===== config.mk =====
export PLATFORM = sky130hd
export DESIGN_NAME = gyro_to_pointer_delta_core
export DESIGN_NICKNAME = d
export VERILOG_FILES = /design/src/hw/rtl/gtpd_pkg.sv /design/src/hw/rtl/gyro_to_pointer_delta_core.sv
export SDC_FILE = /design/constraint.sdc
export NUM_CORES = 2
export LEC_CHECK = 0
export ABC_CLOCK_PERIOD_IN_PS = 14450
export BUFFER_PORTS_ARGS = -buffer_cell sky130_fd_sc_hd__buf_4
export CORE_AREA = 2 2 486 609
export CTS_CLUSTER_DIAMETER = 200
export DETAILED_ROUTE_END_ITERATION = 10
export DIE_AREA = 0 0 488 611
export GPL_ROUTABILITY_DRIVEN = 0
export MAX_ROUTING_LAYER = met4
export PLACE_DENSITY = 0.53
export REMOVE_ABC_BUFFERS = 1
export SYNTH_ARGS = -nofsm -noshare
export SYNTH_HDL_FRONTEND = slang
export SYNTH_SLANG_ARGS = --single-unit

===== constraint.sdc =====
create_clock -name clk -period 14.45 [get_ports clk]
set_clock_uncertainty 0.2 [all_clocks]
set_input_delay 2.89 -clock clk [delete_from_list [all_inputs] [get_ports clk]]
set_output_delay 2.89 -clock clk [all_outputs]
set_load 0.05 [all_outputs]

===== src/hw/rtl/gtpd_pkg.sv =====
package gtpd_pkg;

	// stream payload widths
	localparam int IN_TDATA_W  = 128;
	localparam int IN_TUSER_W  = 2;
	localparam int OUT_TDATA_W = 16;
	localparam int OUT_TUSER_W = 3;

	// configuration port
	localparam int CFG_IDX_W  = 3;
	localparam int CFG_DATA_W = 32;

	localparam logic [CFG_IDX_W-1:0] REG_STILL_ACCEL_TOL   = 3'd0;
	localparam logic [CFG_IDX_W-1:0] REG_STILL_GYRO_RATE   = 3'd1;
	localparam logic [CFG_IDX_W-1:0] REG_BIAS_SHIFT        = 3'd2;
	localparam logic [CFG_IDX_W-1:0] REG_DEAD_ZONE         = 3'd3;
	localparam logic [CFG_IDX_W-1:0] REG_PIXELS_PER_DEGREE = 3'd4;
	localparam logic [CFG_IDX_W-1:0] REG_INVERT_AXES       = 3'd5;
	localparam logic [CFG_IDX_W-1:0] REG_MAX_STEP_US       = 3'd6;
	localparam logic [CFG_IDX_W-1:0] REG_HOLD_TIME_US      = 3'd7;

	// register values after reset
	localparam logic [12:0] RST_STILL_ACCEL_TOL   = 13'd410;
	localparam logic [14:0] RST_STILL_GYRO_RATE   = 15'd192;
	localparam logic [3:0]  RST_BIAS_SHIFT        = 4'd8;
	localparam logic [31:0] RST_DEAD_ZONE         = 32'd1280000;
	localparam logic [7:0]  RST_PIXELS_PER_DEGREE = 8'd50;
	localparam logic [1:0]  RST_INVERT_AXES       = 2'd0;
	localparam logic [19:0] RST_MAX_STEP_US       = 20'd100000;
	localparam logic [19:0] RST_HOLD_TIME_US      = 20'd200000;

	// arithmetic constants
	localparam int ONE_G         = 4096;
	localparam int UNKNOWN_DT_US = 5000;
	localparam int FRAC_BITS     = 26;
	localparam int PIX_DIV       = 62500;
	localparam int DELTA_MAX     = 127;

endpackage


===== src/hw/rtl/gyro_to_pointer_delta_core.sv =====
// Gyro to pointer delta core. Each request on the s_ stream carries one IMU sample (three
// gyro rates in 1/64 dps, three accel axes in 1/4096 g, elapsed microseconds) plus click and
// link flags, and produces exactly one request on the m_ stream with the pixel deltas and
// three status flags. Stillness is judged from squared accel and gyro norms; while still, the
// pitch and yaw biases creep toward the raw rates. Bias-corrected rates times the step time
// (zero time counts as 5 ms, long gaps clamp to max_step_us) give angles; above the dead zone
// they are scaled to pixels with a sub-pixel residual, below it the residuals decay by half.
// A click opens a hold window that masks report_valid. Flow: the block takes one sample at
// a time and s_tready is low while it works. When both axes stay inside the dead zone, a
// sample runs only the multiply steps on the one shared 34x29 multiplier (norms, thresholds,
// angles, scaled angles); otherwise these are followed, per axis, by one load, 15 radix-16
// steps of the divide by 62500 and an emit step; last, the result is handed to the
// output register. The output register frees the input side: a new sample is taken while the
// previous result still waits for m_tready, and further wait on m_tready adds cycles only when
// a finished result finds that register still full. Configuration writes are always taken
// (cfg_ready is tied high) and must only be issued while the block is idle.
module gyro_to_pointer_delta_core (
	input  logic                               clk,
	input  logic                               arst_n,
	// sample stream
	input  logic                               s_tvalid,
	output logic                               s_tready,
	// rate_roll, rate_pitch, rate_yaw, accel_x, accel_y, accel_z, elapsed_us
	input  logic [gtpd_pkg::IN_TDATA_W-1:0]    s_tdata,
	// click_seen, link_up
	input  logic [gtpd_pkg::IN_TUSER_W-1:0]    s_tuser,
	// result stream
	output logic                               m_tvalid,
	input  logic                               m_tready,
	// delta_x, delta_y
	output logic [gtpd_pkg::OUT_TDATA_W-1:0]   m_tdata,
	// report_valid, is_still, above_dead_zone
	output logic [gtpd_pkg::OUT_TUSER_W-1:0]   m_tuser,
	// register writes
	input  logic                               cfg_valid,
	output logic                               cfg_ready,
	input  logic [gtpd_pkg::CFG_IDX_W-1:0]     cfg_index,
	input  logic [gtpd_pkg::CFG_DATA_W-1:0]    cfg_data
);
	import gtpd_pkg::*;

	// sequencer states
	localparam logic [2:0] ST_IDLE  = 3'd0;
	localparam logic [2:0] ST_MUL   = 3'd1;
	localparam logic [2:0] ST_DLOAD = 3'd2;
	localparam logic [2:0] ST_DRUN  = 3'd3;
	localparam logic [2:0] ST_EMIT  = 3'd4;
	localparam logic [2:0] ST_DONE  = 3'd5;

	// last multiply step and last divider step
	localparam logic [3:0] MUL_LAST = 4'd14;
	localparam logic [3:0] DIV_LAST = 4'd14;

	// control state
	logic [2:0] state_q;
	logic [3:0] step_q;
	logic [3:0] cnt_q;
	logic       axis_q;     // 0 vertical (pitch), 1 horizontal (yaw)
	logic       m_tvalid_q;

	// configuration registers
	logic [12:0] still_accel_tol_q;
	logic [14:0] still_gyro_rate_q;
	logic [3:0]  bias_shift_q;
	logic [31:0] dead_zone_q;
	logic [7:0]  pixels_per_degree_q;
	logic [1:0]  invert_axes_q;
	logic [19:0] max_step_us_q;
	logic [19:0] hold_time_us_q;

	// tracking state across samples
	logic signed [31:0] bias_pitch_q;
	logic signed [31:0] bias_yaw_q;
	logic signed [27:0] res_horiz_q;
	logic signed [27:0] res_vert_q;
	logic        [19:0] hold_left_q;

	// captured sample
	logic signed [15:0] rate_roll_q;
	logic signed [15:0] rate_pitch_q;
	logic signed [15:0] rate_yaw_q;
	logic signed [15:0] accel_x_q;
	logic signed [15:0] accel_y_q;
	logic signed [15:0] accel_z_q;
	logic        [31:0] elapsed_q;
	logic               click_q;
	logic               link_q;
	logic        [19:0] dt_q;

	// work registers
	logic signed [62:0] prod_q;
	logic        [33:0] acc_q;
	logic               hi_ok_q;
	logic               acc_ok_q;
	logic               still_q;
	logic        [27:0] dtppd_q;
	logic signed [52:0] ang_p_q;
	logic signed [52:0] ang_y_q;
	logic               trig_p_q;
	logic               trig_q;
	logic signed [60:0] num_p_q;
	logic signed [60:0] num_y_q;
	logic        [59:0] div_q;
	logic        [15:0] rem_q;
	logic               neg_q;
	logic signed [7:0]  dx_q;
	logic signed [7:0]  dy_q;
	logic [OUT_TDATA_W-1:0] m_tdata_q;
	logic [OUT_TUSER_W-1:0] m_tuser_q;

	// handshakes
	logic in_req;
	logic out_free;

	assign s_tready  = (state_q == ST_IDLE);
	assign in_req    = s_tvalid && s_tready;
	assign cfg_ready = 1'b1;
	assign out_free  = !m_tvalid_q || m_tready;
	assign m_tvalid  = m_tvalid_q;
	assign m_tdata   = m_tdata_q;
	assign m_tuser   = m_tuser_q;

	// step time: unknown becomes 5 ms, then clamp to max_step_us
	logic [31:0] el_in;
	logic [31:0] el_sub;
	logic [19:0] dt_in;

	always_comb begin
		el_in  = s_tdata[127:96];
		el_sub = (el_in == 32'd0) ? 32'(UNKNOWN_DT_US) : el_in;
		dt_in  = (el_sub > {12'd0, max_step_us_q}) ? max_step_us_q : el_sub[19:0];
	end

	// stillness thresholds
	logic        [13:0] acc_hi;
	logic signed [13:0] acc_lo;

	assign acc_hi = 14'(ONE_G) + {1'b0, still_accel_tol_q};
	assign acc_lo = $signed(14'(ONE_G)) - $signed({1'b0, still_accel_tol_q});

	// bias-corrected rates in Q16
	logic signed [33:0] diff_p;
	logic signed [33:0] diff_y;

	assign diff_p = $signed({{2{rate_pitch_q[15]}}, rate_pitch_q, 16'd0})
		- $signed({{2{bias_pitch_q[31]}}, bias_pitch_q});
	assign diff_y = $signed({{2{rate_yaw_q[15]}}, rate_yaw_q, 16'd0})
		- $signed({{2{bias_yaw_q[31]}}, bias_yaw_q});

	// shared bias follower: pitch on step 9, yaw on step 10
	logic signed [33:0] follow_in;
	logic signed [33:0] follow_step;

	always_comb begin
		follow_in   = (step_q == 4'd9) ? diff_p : diff_y;
		follow_step = follow_in >>> bias_shift_q;
	end

	// shared multiplier, operands picked by step
	logic signed [33:0] mul_a;
	logic signed [28:0] mul_b;
	logic signed [62:0] mul_p;

	always_comb begin
		mul_a = '0;
		mul_b = '0;
		case (step_q)
			4'd0: begin
				mul_a = {{18{accel_x_q[15]}}, accel_x_q};
				mul_b = {{13{accel_x_q[15]}}, accel_x_q};
			end
			4'd1: begin
				mul_a = {{18{accel_y_q[15]}}, accel_y_q};
				mul_b = {{13{accel_y_q[15]}}, accel_y_q};
			end
			4'd2: begin
				mul_a = {{18{accel_z_q[15]}}, accel_z_q};
				mul_b = {{13{accel_z_q[15]}}, accel_z_q};
			end
			4'd3: begin
				mul_a = {20'd0, acc_hi};
				mul_b = {15'd0, acc_hi};
			end
			4'd4: begin
				mul_a = {{20{acc_lo[13]}}, acc_lo};
				mul_b = {{15{acc_lo[13]}}, acc_lo};
			end
			4'd5: begin
				mul_a = {{18{rate_roll_q[15]}}, rate_roll_q};
				mul_b = {{13{rate_roll_q[15]}}, rate_roll_q};
			end
			4'd6: begin
				mul_a = {{18{rate_pitch_q[15]}}, rate_pitch_q};
				mul_b = {{13{rate_pitch_q[15]}}, rate_pitch_q};
			end
			4'd7: begin
				mul_a = {{18{rate_yaw_q[15]}}, rate_yaw_q};
				mul_b = {{13{rate_yaw_q[15]}}, rate_yaw_q};
			end
			4'd8: begin
				mul_a = {19'd0, still_gyro_rate_q};
				mul_b = {14'd0, still_gyro_rate_q};
			end
			4'd9: begin
				mul_a = {14'd0, dt_q};
				mul_b = {21'd0, pixels_per_degree_q};
			end
			4'd10: begin
				mul_a = diff_p;
				mul_b = {9'd0, dt_q};
			end
			4'd11: begin
				mul_a = diff_y;
				mul_b = {9'd0, dt_q};
			end
			4'd12: begin
				mul_a = diff_p;
				mul_b = {1'b0, dtppd_q};
			end
			4'd13: begin
				mul_a = diff_y;
				mul_b = {1'b0, dtppd_q};
			end
			default: begin
				mul_a = '0;
				mul_b = '0;
			end
		endcase
	end

	assign mul_p = mul_a * mul_b;

	// stillness decision once the gyro norm and its threshold are in
	logic still_now;

	assign still_now = acc_ok_q && (acc_q < prod_q[33:0]);

	// dead zone test, pitch angle on step 12, yaw angle on step 13
	logic signed [52:0] ang_sel;
	logic        [52:0] ang_mag;
	logic               ang_hit;

	always_comb begin
		ang_sel = (step_q == 4'd12) ? ang_p_q : ang_y_q;
		ang_mag = ang_sel[52] ? 53'(-ang_sel) : 53'(ang_sel);
		ang_hit = ang_mag >= {5'd0, dead_zone_q, 16'd0};
	end

	// divider load: magnitude of scaled angle, final sign with inversion
	logic signed [60:0] num_sel;
	logic        [60:0] num_mag;
	logic               inv_sel;

	always_comb begin
		num_sel = axis_q ? num_y_q : num_p_q;
		num_mag = num_sel[60] ? 61'(-num_sel) : 61'(num_sel);
		inv_sel = axis_q ? invert_axes_q[0] : invert_axes_q[1];
	end

	// radix-16 restoring divide by 62500
	logic [15:0] rem_nx;
	logic [3:0]  qdig;
	logic [16:0] trial;

	always_comb begin
		rem_nx = rem_q;
		qdig   = '0;
		trial  = '0;
		for (int j = 0; j < 4; j++) begin
			trial = {rem_nx, div_q[59-j]};
			if (trial >= 17'(PIX_DIV)) begin
				rem_nx     = 16'(trial - 17'(PIX_DIV));
				qdig[3-j]  = 1'b1;
			end else begin
				rem_nx = trial[15:0];
			end
		end
	end

	// emit: add to residual, split whole pixels, clamp
	logic signed [27:0] res_sel;
	logic signed [46:0] pix_f;
	logic signed [46:0] pix_s;
	logic        [46:0] pix_mag;
	logic        [20:0] whole;
	logic        [6:0]  whole_c;
	logic signed [7:0]  delta_e;
	logic        [27:0] frac;
	logic signed [27:0] res_new;

	always_comb begin
		res_sel = axis_q ? res_horiz_q : res_vert_q;
		pix_f   = neg_q ? -$signed({2'd0, div_q[44:0]}) : $signed({2'd0, div_q[44:0]});
		pix_s   = $signed({{19{res_sel[27]}}, res_sel}) + pix_f;
		pix_mag = pix_s[46] ? 47'(-pix_s) : 47'(pix_s);
		whole   = pix_mag[46:FRAC_BITS];
		whole_c = (whole > 21'(DELTA_MAX)) ? 7'(DELTA_MAX) : whole[6:0];
		delta_e = pix_s[46] ? -$signed({1'b0, whole_c}) : $signed({1'b0, whole_c});
		frac    = {2'd0, pix_mag[FRAC_BITS-1:0]};
		res_new = pix_s[46] ? -$signed(frac) : $signed(frac);
	end

	// residual decay toward zero
	logic signed [27:0] dec_h_sum;
	logic signed [27:0] dec_v_sum;
	logic signed [27:0] dec_h;
	logic signed [27:0] dec_v;

	always_comb begin
		dec_h_sum = res_horiz_q + $signed({27'd0, res_horiz_q[27]});
		dec_v_sum = res_vert_q + $signed({27'd0, res_vert_q[27]});
		dec_h     = dec_h_sum >>> 1;
		dec_v     = dec_v_sum >>> 1;
	end

	// hold window countdown and report decision
	logic [19:0] hold_after;
	logic        report_ok;

	always_comb begin
		hold_after = ({12'd0, hold_left_q} > elapsed_q) ? (hold_left_q - elapsed_q[19:0]) : 20'd0;
		report_ok  = link_q && ((dx_q != 8'sd0) || (dy_q != 8'sd0)) && (hold_after == 20'd0);
	end

	// control, configuration and tracking state
	always_ff @(posedge clk or negedge arst_n) begin
		if (!arst_n) begin
			state_q             <= ST_IDLE;
			step_q              <= '0;
			cnt_q               <= '0;
			axis_q              <= 1'b0;
			m_tvalid_q          <= 1'b0;
			still_accel_tol_q   <= RST_STILL_ACCEL_TOL;
			still_gyro_rate_q   <= RST_STILL_GYRO_RATE;
			bias_shift_q        <= RST_BIAS_SHIFT;
			dead_zone_q         <= RST_DEAD_ZONE;
			pixels_per_degree_q <= RST_PIXELS_PER_DEGREE;
			invert_axes_q       <= RST_INVERT_AXES;
			max_step_us_q       <= RST_MAX_STEP_US;
			hold_time_us_q      <= RST_HOLD_TIME_US;
			bias_pitch_q        <= '0;
			bias_yaw_q          <= '0;
			res_horiz_q         <= '0;
			res_vert_q          <= '0;
			hold_left_q         <= '0;
		end else begin
			if (cfg_valid) begin
				case (cfg_index)
					REG_STILL_ACCEL_TOL:   still_accel_tol_q   <= cfg_data[12:0];
					REG_STILL_GYRO_RATE:   still_gyro_rate_q   <= cfg_data[14:0];
					REG_BIAS_SHIFT:        bias_shift_q        <= cfg_data[3:0];
					REG_DEAD_ZONE:         dead_zone_q         <= cfg_data[31:0];
					REG_PIXELS_PER_DEGREE: pixels_per_degree_q <= cfg_data[7:0];
					REG_INVERT_AXES:       invert_axes_q       <= cfg_data[1:0];
					REG_MAX_STEP_US:       max_step_us_q       <= cfg_data[19:0];
					REG_HOLD_TIME_US:      hold_time_us_q      <= cfg_data[19:0];
					default: ;
				endcase
			end

			// output register: loads on a finished sample, clears when taken
			if (state_q == ST_DONE && out_free) begin
				m_tvalid_q <= 1'b1;
			end else if (m_tready) begin
				m_tvalid_q <= 1'b0;
			end

			case (state_q)
				ST_IDLE: begin
					if (in_req) begin
						state_q <= ST_MUL;
						step_q  <= '0;
					end
				end
				ST_MUL: begin
					step_q <= step_q + 4'd1;
					// bias follow needs the stillness verdict first
					if (step_q == 4'd9 && still_now) begin
						bias_pitch_q <= bias_pitch_q + follow_step[31:0];
					end
					if (step_q == 4'd10 && still_q) begin
						bias_yaw_q <= bias_yaw_q + follow_step[31:0];
					end
					if (step_q == MUL_LAST) begin
						if (trig_q) begin
							state_q <= ST_DLOAD;
							axis_q  <= 1'b0;
						end else begin
							res_horiz_q <= dec_h;
							res_vert_q  <= dec_v;
							state_q     <= ST_DONE;
						end
					end
				end
				ST_DLOAD: begin
					cnt_q   <= '0;
					state_q <= ST_DRUN;
				end
				ST_DRUN: begin
					cnt_q <= cnt_q + 4'd1;
					if (cnt_q == DIV_LAST) begin
						state_q <= ST_EMIT;
					end
				end
				ST_EMIT: begin
					if (axis_q) begin
						res_horiz_q <= res_new;
						state_q     <= ST_DONE;
					end else begin
						res_vert_q <= res_new;
						axis_q     <= 1'b1;
						state_q    <= ST_DLOAD;
					end
				end
				ST_DONE: begin
					if (out_free) begin
						hold_left_q <= click_q ? hold_time_us_q : hold_after;
						state_q     <= ST_IDLE;
					end
				end
				default: begin
					state_q <= ST_IDLE;
				end
			endcase
		end
	end

	// datapath registers
	always_ff @(posedge clk) begin
		if (in_req) begin
			rate_roll_q  <= $signed(s_tdata[15:0]);
			rate_pitch_q <= $signed(s_tdata[31:16]);
			rate_yaw_q   <= $signed(s_tdata[47:32]);
			accel_x_q    <= $signed(s_tdata[63:48]);
			accel_y_q    <= $signed(s_tdata[79:64]);
			accel_z_q    <= $signed(s_tdata[95:80]);
			elapsed_q    <= el_in;
			click_q      <= s_tuser[0];
			link_q       <= s_tuser[1];
			dt_q         <= dt_in;
			dx_q         <= '0;
			dy_q         <= '0;
		end

		if (state_q == ST_MUL) begin
			prod_q <= mul_p;
			// prod_q holds the product issued on the previous step
			case (step_q)
				4'd1: acc_q <= prod_q[33:0];
				4'd2: acc_q <= acc_q + prod_q[33:0];
				4'd3: acc_q <= acc_q + prod_q[33:0];
				4'd4: hi_ok_q <= acc_q < prod_q[33:0];
				4'd5: acc_ok_q <= hi_ok_q && (acc_lo[13] || (acc_q > prod_q[33:0]));
				4'd6: acc_q <= prod_q[33:0];
				4'd7: acc_q <= acc_q + prod_q[33:0];
				4'd8: acc_q <= acc_q + prod_q[33:0];
				4'd9: still_q <= still_now;
				4'd10: dtppd_q <= prod_q[27:0];
				4'd11: ang_p_q <= prod_q[52:0];
				4'd12: begin
					ang_y_q  <= prod_q[52:0];
					trig_p_q <= ang_hit;
				end
				4'd13: begin
					num_p_q <= prod_q[60:0];
					trig_q  <= trig_p_q || ang_hit;
				end
				4'd14: num_y_q <= prod_q[60:0];
				default: ;
			endcase
		end

		if (state_q == ST_DLOAD) begin
			div_q <= num_mag[59:0];
			rem_q <= '0;
			neg_q <= num_sel[60] ^ inv_sel;
		end

		if (state_q == ST_DRUN) begin
			div_q <= {div_q[55:0], qdig};
			rem_q <= rem_nx;
		end

		if (state_q == ST_EMIT) begin
			if (axis_q) begin
				dx_q <= delta_e;
			end else begin
				dy_q <= delta_e;
			end
		end

		if (state_q == ST_DONE && out_free) begin
			m_tdata_q <= {dy_q, dx_q};
			m_tuser_q <= {trig_q, still_q, report_ok};
		end
	end

endmodule

# Yosys cells after proc, flatten, opt, wreduce, memory -nomap -nowiden
# Index checks and enable logic that the tools add are counted.
word_totals:
  regBits: 885
  in_bits: 170
  output_inout_bits: 22
  word_cells: 234
op_classes:
  addsub: 23
  n_mul: 1
  order_cmp: 10
  n_eq_ne: 35
  shift: 1
  n_mux: 60
  n_bitwise: 1
  n_reduce_logical: 56
op_table:
  columns: ["cell", "n"]
  rows:
  - ["34-bit one-hot mux with 12 select lines", 1]
  - ["29-bit one-hot mux with 12 select lines", 1]
  - ["28-bit two-way mux", 8]
  - ["60-bit two-way mux", 3]
  - ["28-bit one-hot mux with 2 select lines", 2]
  - ["53-bit two-way mux", 2]
  - ["16-bit two-way mux", 6]
  - ["47-bit two-way mux", 2]
  - ["17-bit by 16-bit >= comparator with 1-bit output (second input constant)", 4]
  - ["34-bit one-hot mux with 2 select lines", 1]
  - ["32-bit by 32-bit subtractor with 33-bit output", 2]
  - ["32-bit adder", 2]
  - ["16-bit subtractor (second input constant)", 4]
  - ["34-bit by 29-bit multiplier with 61-bit output", 1]
  - ["61-bit two-way mux", 1]
  - ["20-bit two-way mux", 3]
  - ["60-bit negator", 1]
  - ["28-bit by 2-bit adder with 28-bit output", 2]
  - ["8-bit two-way mux", 7]
  - ["53-bit by 48-bit >= comparator with 1-bit output", 1]
  - ["53-bit negator", 1]
  - ["28-bit by 47-bit adder with 47-bit output", 1]
  - ["45-bit negator with 47-bit output", 1]
  - ["47-bit negator", 1]
  - ["other kinds (46)", 129]

# Depth between registers and ports, before layout
depth:
  depth_word: 11
  depth_mapped: 47

# Least setup slack after synthesis
# No wires, ideal clock.
synth_timing:
  path_kind: "flip-flop to flip-flop"
  start: "register bias_yaw_q[9]"
  end: "register prod_q[56] (data pin)"
  t_arrival_ps: 10849
  path_slack_ps: 3138
  path_stages_with_launch: 37
  path_buffers: 1
  cell_sequence: "dfrtp_1 -> or4_1 -> nor4_1 -> a41o_1 -> a21oi_1 -> o21bai_1 -> a31o_2 -> a21bo_2 -> o41ai_1 -> o31a_1 -> a21oi_1 -> o21a_1 -> clkbuf_1 -> nor2_1 -> fa_1 -> inv_1 -> fa_1 -> inv_1 -> fa_1 -> inv_1 -> fa_1 -> inv_1 -> fa_1 -> fa_1 -> fa_1 -> inv_1 -> fa_1 -> inv_1 -> ha_1 -> a21oi_1 -> o22ai_1 -> a41o_1 -> o31a_1 -> o41a_1 -> a41o_1 -> a21oi_1 -> xnor2_1"
synth_via:
  elab_chain_cells: 3
synth_lines:
  columns: ["item", "line_no", "source"]
  rows:
  - ["start: declaration", "gyro_to_pointer_delta_core.sv:73", "logic signed [31:0] bias_yaw_q;"]
  - ["start signal: assignment", "gyro_to_pointer_delta_core.sv:382", "bias_yaw_q <= bias_yaw_q + follow_step[31:0];"]
  - ["32-bit by 32-bit subtractor with 33-bit output", "gyro_to_pointer_delta_core.sv:148", "- $signed({{2{bias_yaw_q[31]}}, bias_yaw_q});"]
  - ["34-bit one-hot mux with 12 select lines", "gyro_to_pointer_delta_core.sv:167", "case (step_q)"]
  - ["34-bit by 29-bit multiplier with 61-bit output", "gyro_to_pointer_delta_core.sv:231", "assign mul_p = mul_a * mul_b;"]
  - ["via mul_p[56]", "gyro_to_pointer_delta_core.sv:162", "logic signed [62:0] mul_p;"]
  - ["end signal: assignment", "gyro_to_pointer_delta_core.sv:446", "prod_q <= mul_p;"]
  - ["end: declaration", "gyro_to_pointer_delta_core.sv:91", "logic signed [62:0] prod_q;"]
# The timed path passes the listed nets, and every way through them passes these cells.
# A chain may end at the register's enable or synchronous reset.

# Worst setup path after layout
layout_timing:
  start: "register bias_yaw_q[2]"
  end: "register prod_q[57] (data pin)"
# The elaborated chain is that of the path after synthesis.

==> results.py <==
metrics = {
    "cells_and_area": {
        "nNetsFinal": 11300,
        "drive_gt1_share_pct": 9.21,
        "multi_input_area_um2": 58500,
        "syn2layout_area_growth_pct": 10.7,
        "final.fill_count": 29800,
        "seq_area_um2": 25100,
    },
    "synth": {
        "synth_top_flop_cell": "edfxtp_1",
        "ys_seq_area_share_pct": 27.8,
        "synth_top_cell_area_share_pct": 22.3,
        "syn_area_um2": 90300,
        "avgSynthCellArea_um2": 9.44,
        "synth.most_common_cell": "inv_1",
        "postSynth.asyncResetShare_pct": 30.2,
        "synthCells": 9571,
        "yosysWarnings": 0,
        "synthTopCellsByArea": "fa_1 22%, edfxtp_1 20%, dfrtp_1 6.6%",
        "synth_edf_count": 602,
        "synth_top_cell_by_area": "fa_1",
        "ys_ff_latch": 885,
        "synth_commonest_cells": "1436 x inv_1, 1064 x nand2_1, 1005 x fa_1, 857 x nor2_1, 602 x edfxtp_1",
        "post_synth_num_cell_types": 112,
    },
    "critical_path": {
        "cpMaxStageDelayCell": "nor3_1",
        "reg2reg_from": "bias_yaw_q[2]$_DFFE_PN0P_",
        "crit_fanout": 7,
        "reg2reg_slack_ns": 1.24,
        "critPathMaxStageDelay_ns": 0.76,
        "timing.critical_path.mode_cell": "fa_1",
        "required_ns": 14.76,
        "crit_path_start_kind": "flop",
        "endpoint_kind": "flop",
        "arrival_ns": 13.52,
        "ff2ff_path_depth": 39,
        "path_class": "flop to flop",
        "r2r_end": "prod_q[57]$_DFFE_PP_",
    },
    "flow_run": {
        "cap_violations": 0,
    },
    "routing": {
        "via_count": 70500,
        "avgViaCountPerCell": 5.16,
        "drc_errors": 0,
        "ant_nets": 0,
        "drt_iter0_drc": 5229,
        "wl_per_cell_um": 22.0,
        "drt_pass1_iterations": 6,
        "wl_um": 301000,
    },
    "sta": {
        "fin_crit_sh_pct": 91.4,
        "rsz0062_at_grt": "false",
        "slew_headroom_pct": 15.2,
        "setup_viol": 0,
        "hold_viol": 0,
        "finalMaxSlewViolations": 0,
        "finalSetupTns_ns": 0,
        "layout_min_cycle_time_ns": 13.21,
        "max_freq_ghz": 0.0757,
        "tightest_slew_ns": 1.27,
    },
    "clock_tree": {
        "holdBufCountCts": 0,
        "clkSlewWorstSetupHoldPaths_ns": 0.06,
        "cts_buffer_depth": 3,
        "tritoncts": "built",
        "htree_levels": 3,
        "clockRootBuffer": "clkbuf_16",
        "post-cts-setup-buffer-count": 0,
        "clk_latency_ns": 0.78,
        "cts.sinks": 885,
        "ctsResizeCount": 0,
        "cts_buffers": 107,
    },
    "global_routing": {
        "grt_overflow": 0,
        "grt_use_total_pct": 20.8,
        "grt_util_met3_pct": 2.43,
        "use_met1_pct": 24.2,
        "grt_pass1_vias": 74400,
        "grt_max_degree": 90,
        "grt_use_met2_pct": 35.1,
        "antenna_found_initial": 20,
        "grt_pass1_wl_um": 459000,
        "gr-max-usage-layer": "met2",
    },
    "min_path": {
        "hold_path.class": "flop to flop",
        "min_to": "m_tdata[9]$_DFFE_PP_",
        "min_from": "dy_q[1]$_DFF_P_",
        "min_delay_path_depth": 0,
    },
    "floorplan": {
        "die-area_um2": 298000,
        "io_pins": 192,
        "rows": 222,
        "die_w_um": 488,
        "start_util_pct": 30.9,
        "core_area_um2": 292000,
        "die_h_um": 611,
    },
    "placement": {
        "dp_hpwl_um": 241000,
        "portBuffers": 190,
    },
    "outcome": {
        "run_status": "finished, final reports clean",
    },
}
-- sequential cells by signal, summed over array words and instances, names as in the netlist, 20 cells and up --
| register | flops |
|---|---|
| num_p_q | 61 |
| num_y_q | 61 |
| prod_q | 61 |
| div_q | 60 |
| ang_p_q | 53 |
| ang_y_q | 53 |
| acc_q | 34 |
| bias_pitch_q | 32 |
| bias_yaw_q | 32 |
| dead_zone_q | 32 |
| elapsed_q | 32 |
| dtppd_q | 28 |
| res_horiz_q | 28 |
| res_vert_q | 28 |
| dt_q | 20 |
| hold_left_q | 20 |
| hold_time_us_q | 20 |
| max_step_us_q | 20 |
-- cells in the final DEF, fill, tap and decap left out, types with 55 or more instances in the layout --
| cell | count |
|---|---|
| o21ai_0 | 369 |
| a21oi_1 | 431 |
| xnor2_1 | 376 |
| a21o_1 | 105 |
| inv_1 | 1433 |
| clkbuf_16 | 107 |
| nand3_1 | 152 |
| mux2_2 | 201 |
| mux2i_1 | 193 |
| edfxtp_1 | 602 |
| fa_1 | 1005 |
| nand4_1 | 79 |
| buf_4 | 335 |
| xor2_1 | 150 |
| ha_1 | 476 |
| or3_1 | 55 |
| nand2_1 | 1062 |
| nand2b_1 | 66 |
| nor3_1 | 165 |
| nor2_1 | 848 |
| and3_1 | 78 |
| dfrtp_1 | 237 |
| o31ai_1 | 75 |
| a31oi_1 | 62 |
-- through the flow --
stage               hold WS [ns]  worst slack, ns  area, um^2  cells  util, %
finish                     0.270             1.24      100000  13700     34.3
global route               0.279            0.668      100000  13700     34.3
CTS                        0.268             1.52      100000  13600     34.2
detailed placement         0.252             1.55       96500  13400     33.1
global placement           0.252             1.73       96500  13400     33.1
floorplan                  0.221             2.51       88800   9180        -
-- layout make-up --
cell class / count / area share, %
multi-input cells: 6855 / 58.5
well taps: 3920 / 4.90
repair buffers: 336 / 2.53
clock buffers: 122 / 2.74
flip-flops and latches: 885 / 25.1
inverters: 1440 / 5.41
diodes: 20 / 0.0500
clock inverters: 76 / 0.704
-- metal layers --
layer	wire [um]	vias up
met4	18800	0
met3	16100	690
met2	148000	2302
met5	0	-
li1	-	32000
met1	118000	35500
-- how the worst max path moves through the flow --
| stage | startpoint | endpoint | cells past startpoint |
|---|---|---|---|
| final | bias_yaw_q[2]$_DFFE_PN0P_ | prod_q[57]$_DFFE_PP_ | 39 |
| after global routing | bias_yaw_q[2]$_DFFE_PN0P_ | prod_q[57]$_DFFE_PP_ | 39 |
| after CTS | still_accel_tol_q[0]$_DFFE_PN0P_ | prod_q[56]$_DFFE_PP_ | 37 |
| after detailed placement | still_accel_tol_q[0]$_DFFE_PN0P_ | prod_q[56]$_DFFE_PP_ | 37 |
| after global placement | still_accel_tol_q[0]$_DFFE_PN0P_ | prod_q[56]$_DFFE_PP_ | 37 |
| after floorplan | step_q[2]$_DFFE_PN0P_ | prod_q[56]$_DFFE_PP_ | 36 |
-- critical path: cells and delay by family, from the launching register on --
kind                     cells  cell delay [ns]
adder cells (fa/ha/maj)      9             4.32
AO/OA/AOI/OAI               15             4.12
AND/OR/NAND/NOR              9             2.93
buffers and inverters        5             0.48
flip-flops                   1             0.45
XOR/XNOR                     1             0.43
-- kinds of logic (layout without fill, tap and decap cells) --
family | count (synthesis) | in the layout | share of synthesized area [%]
AO/OA/AOI/OAI | 1595 | 1595 | 11.5
XOR/XNOR | 526 | 526 | 5.10
adder cells (fa/ha/maj) | 1481 | 1481 | 28.9
buffers and inverters | 1847 | 1974 | 7.75
flip-flops | 885 | 885 | 27.8
multiplexers | 401 | 401 | 4.77
other | 2 | 38 | 0.00832
AND/OR/NAND/NOR | 2834 | 2834 | 14.2
Power is not shown: default switching activity piles up to over one toggle a cycle in this logic, so the estimate is an artifact.
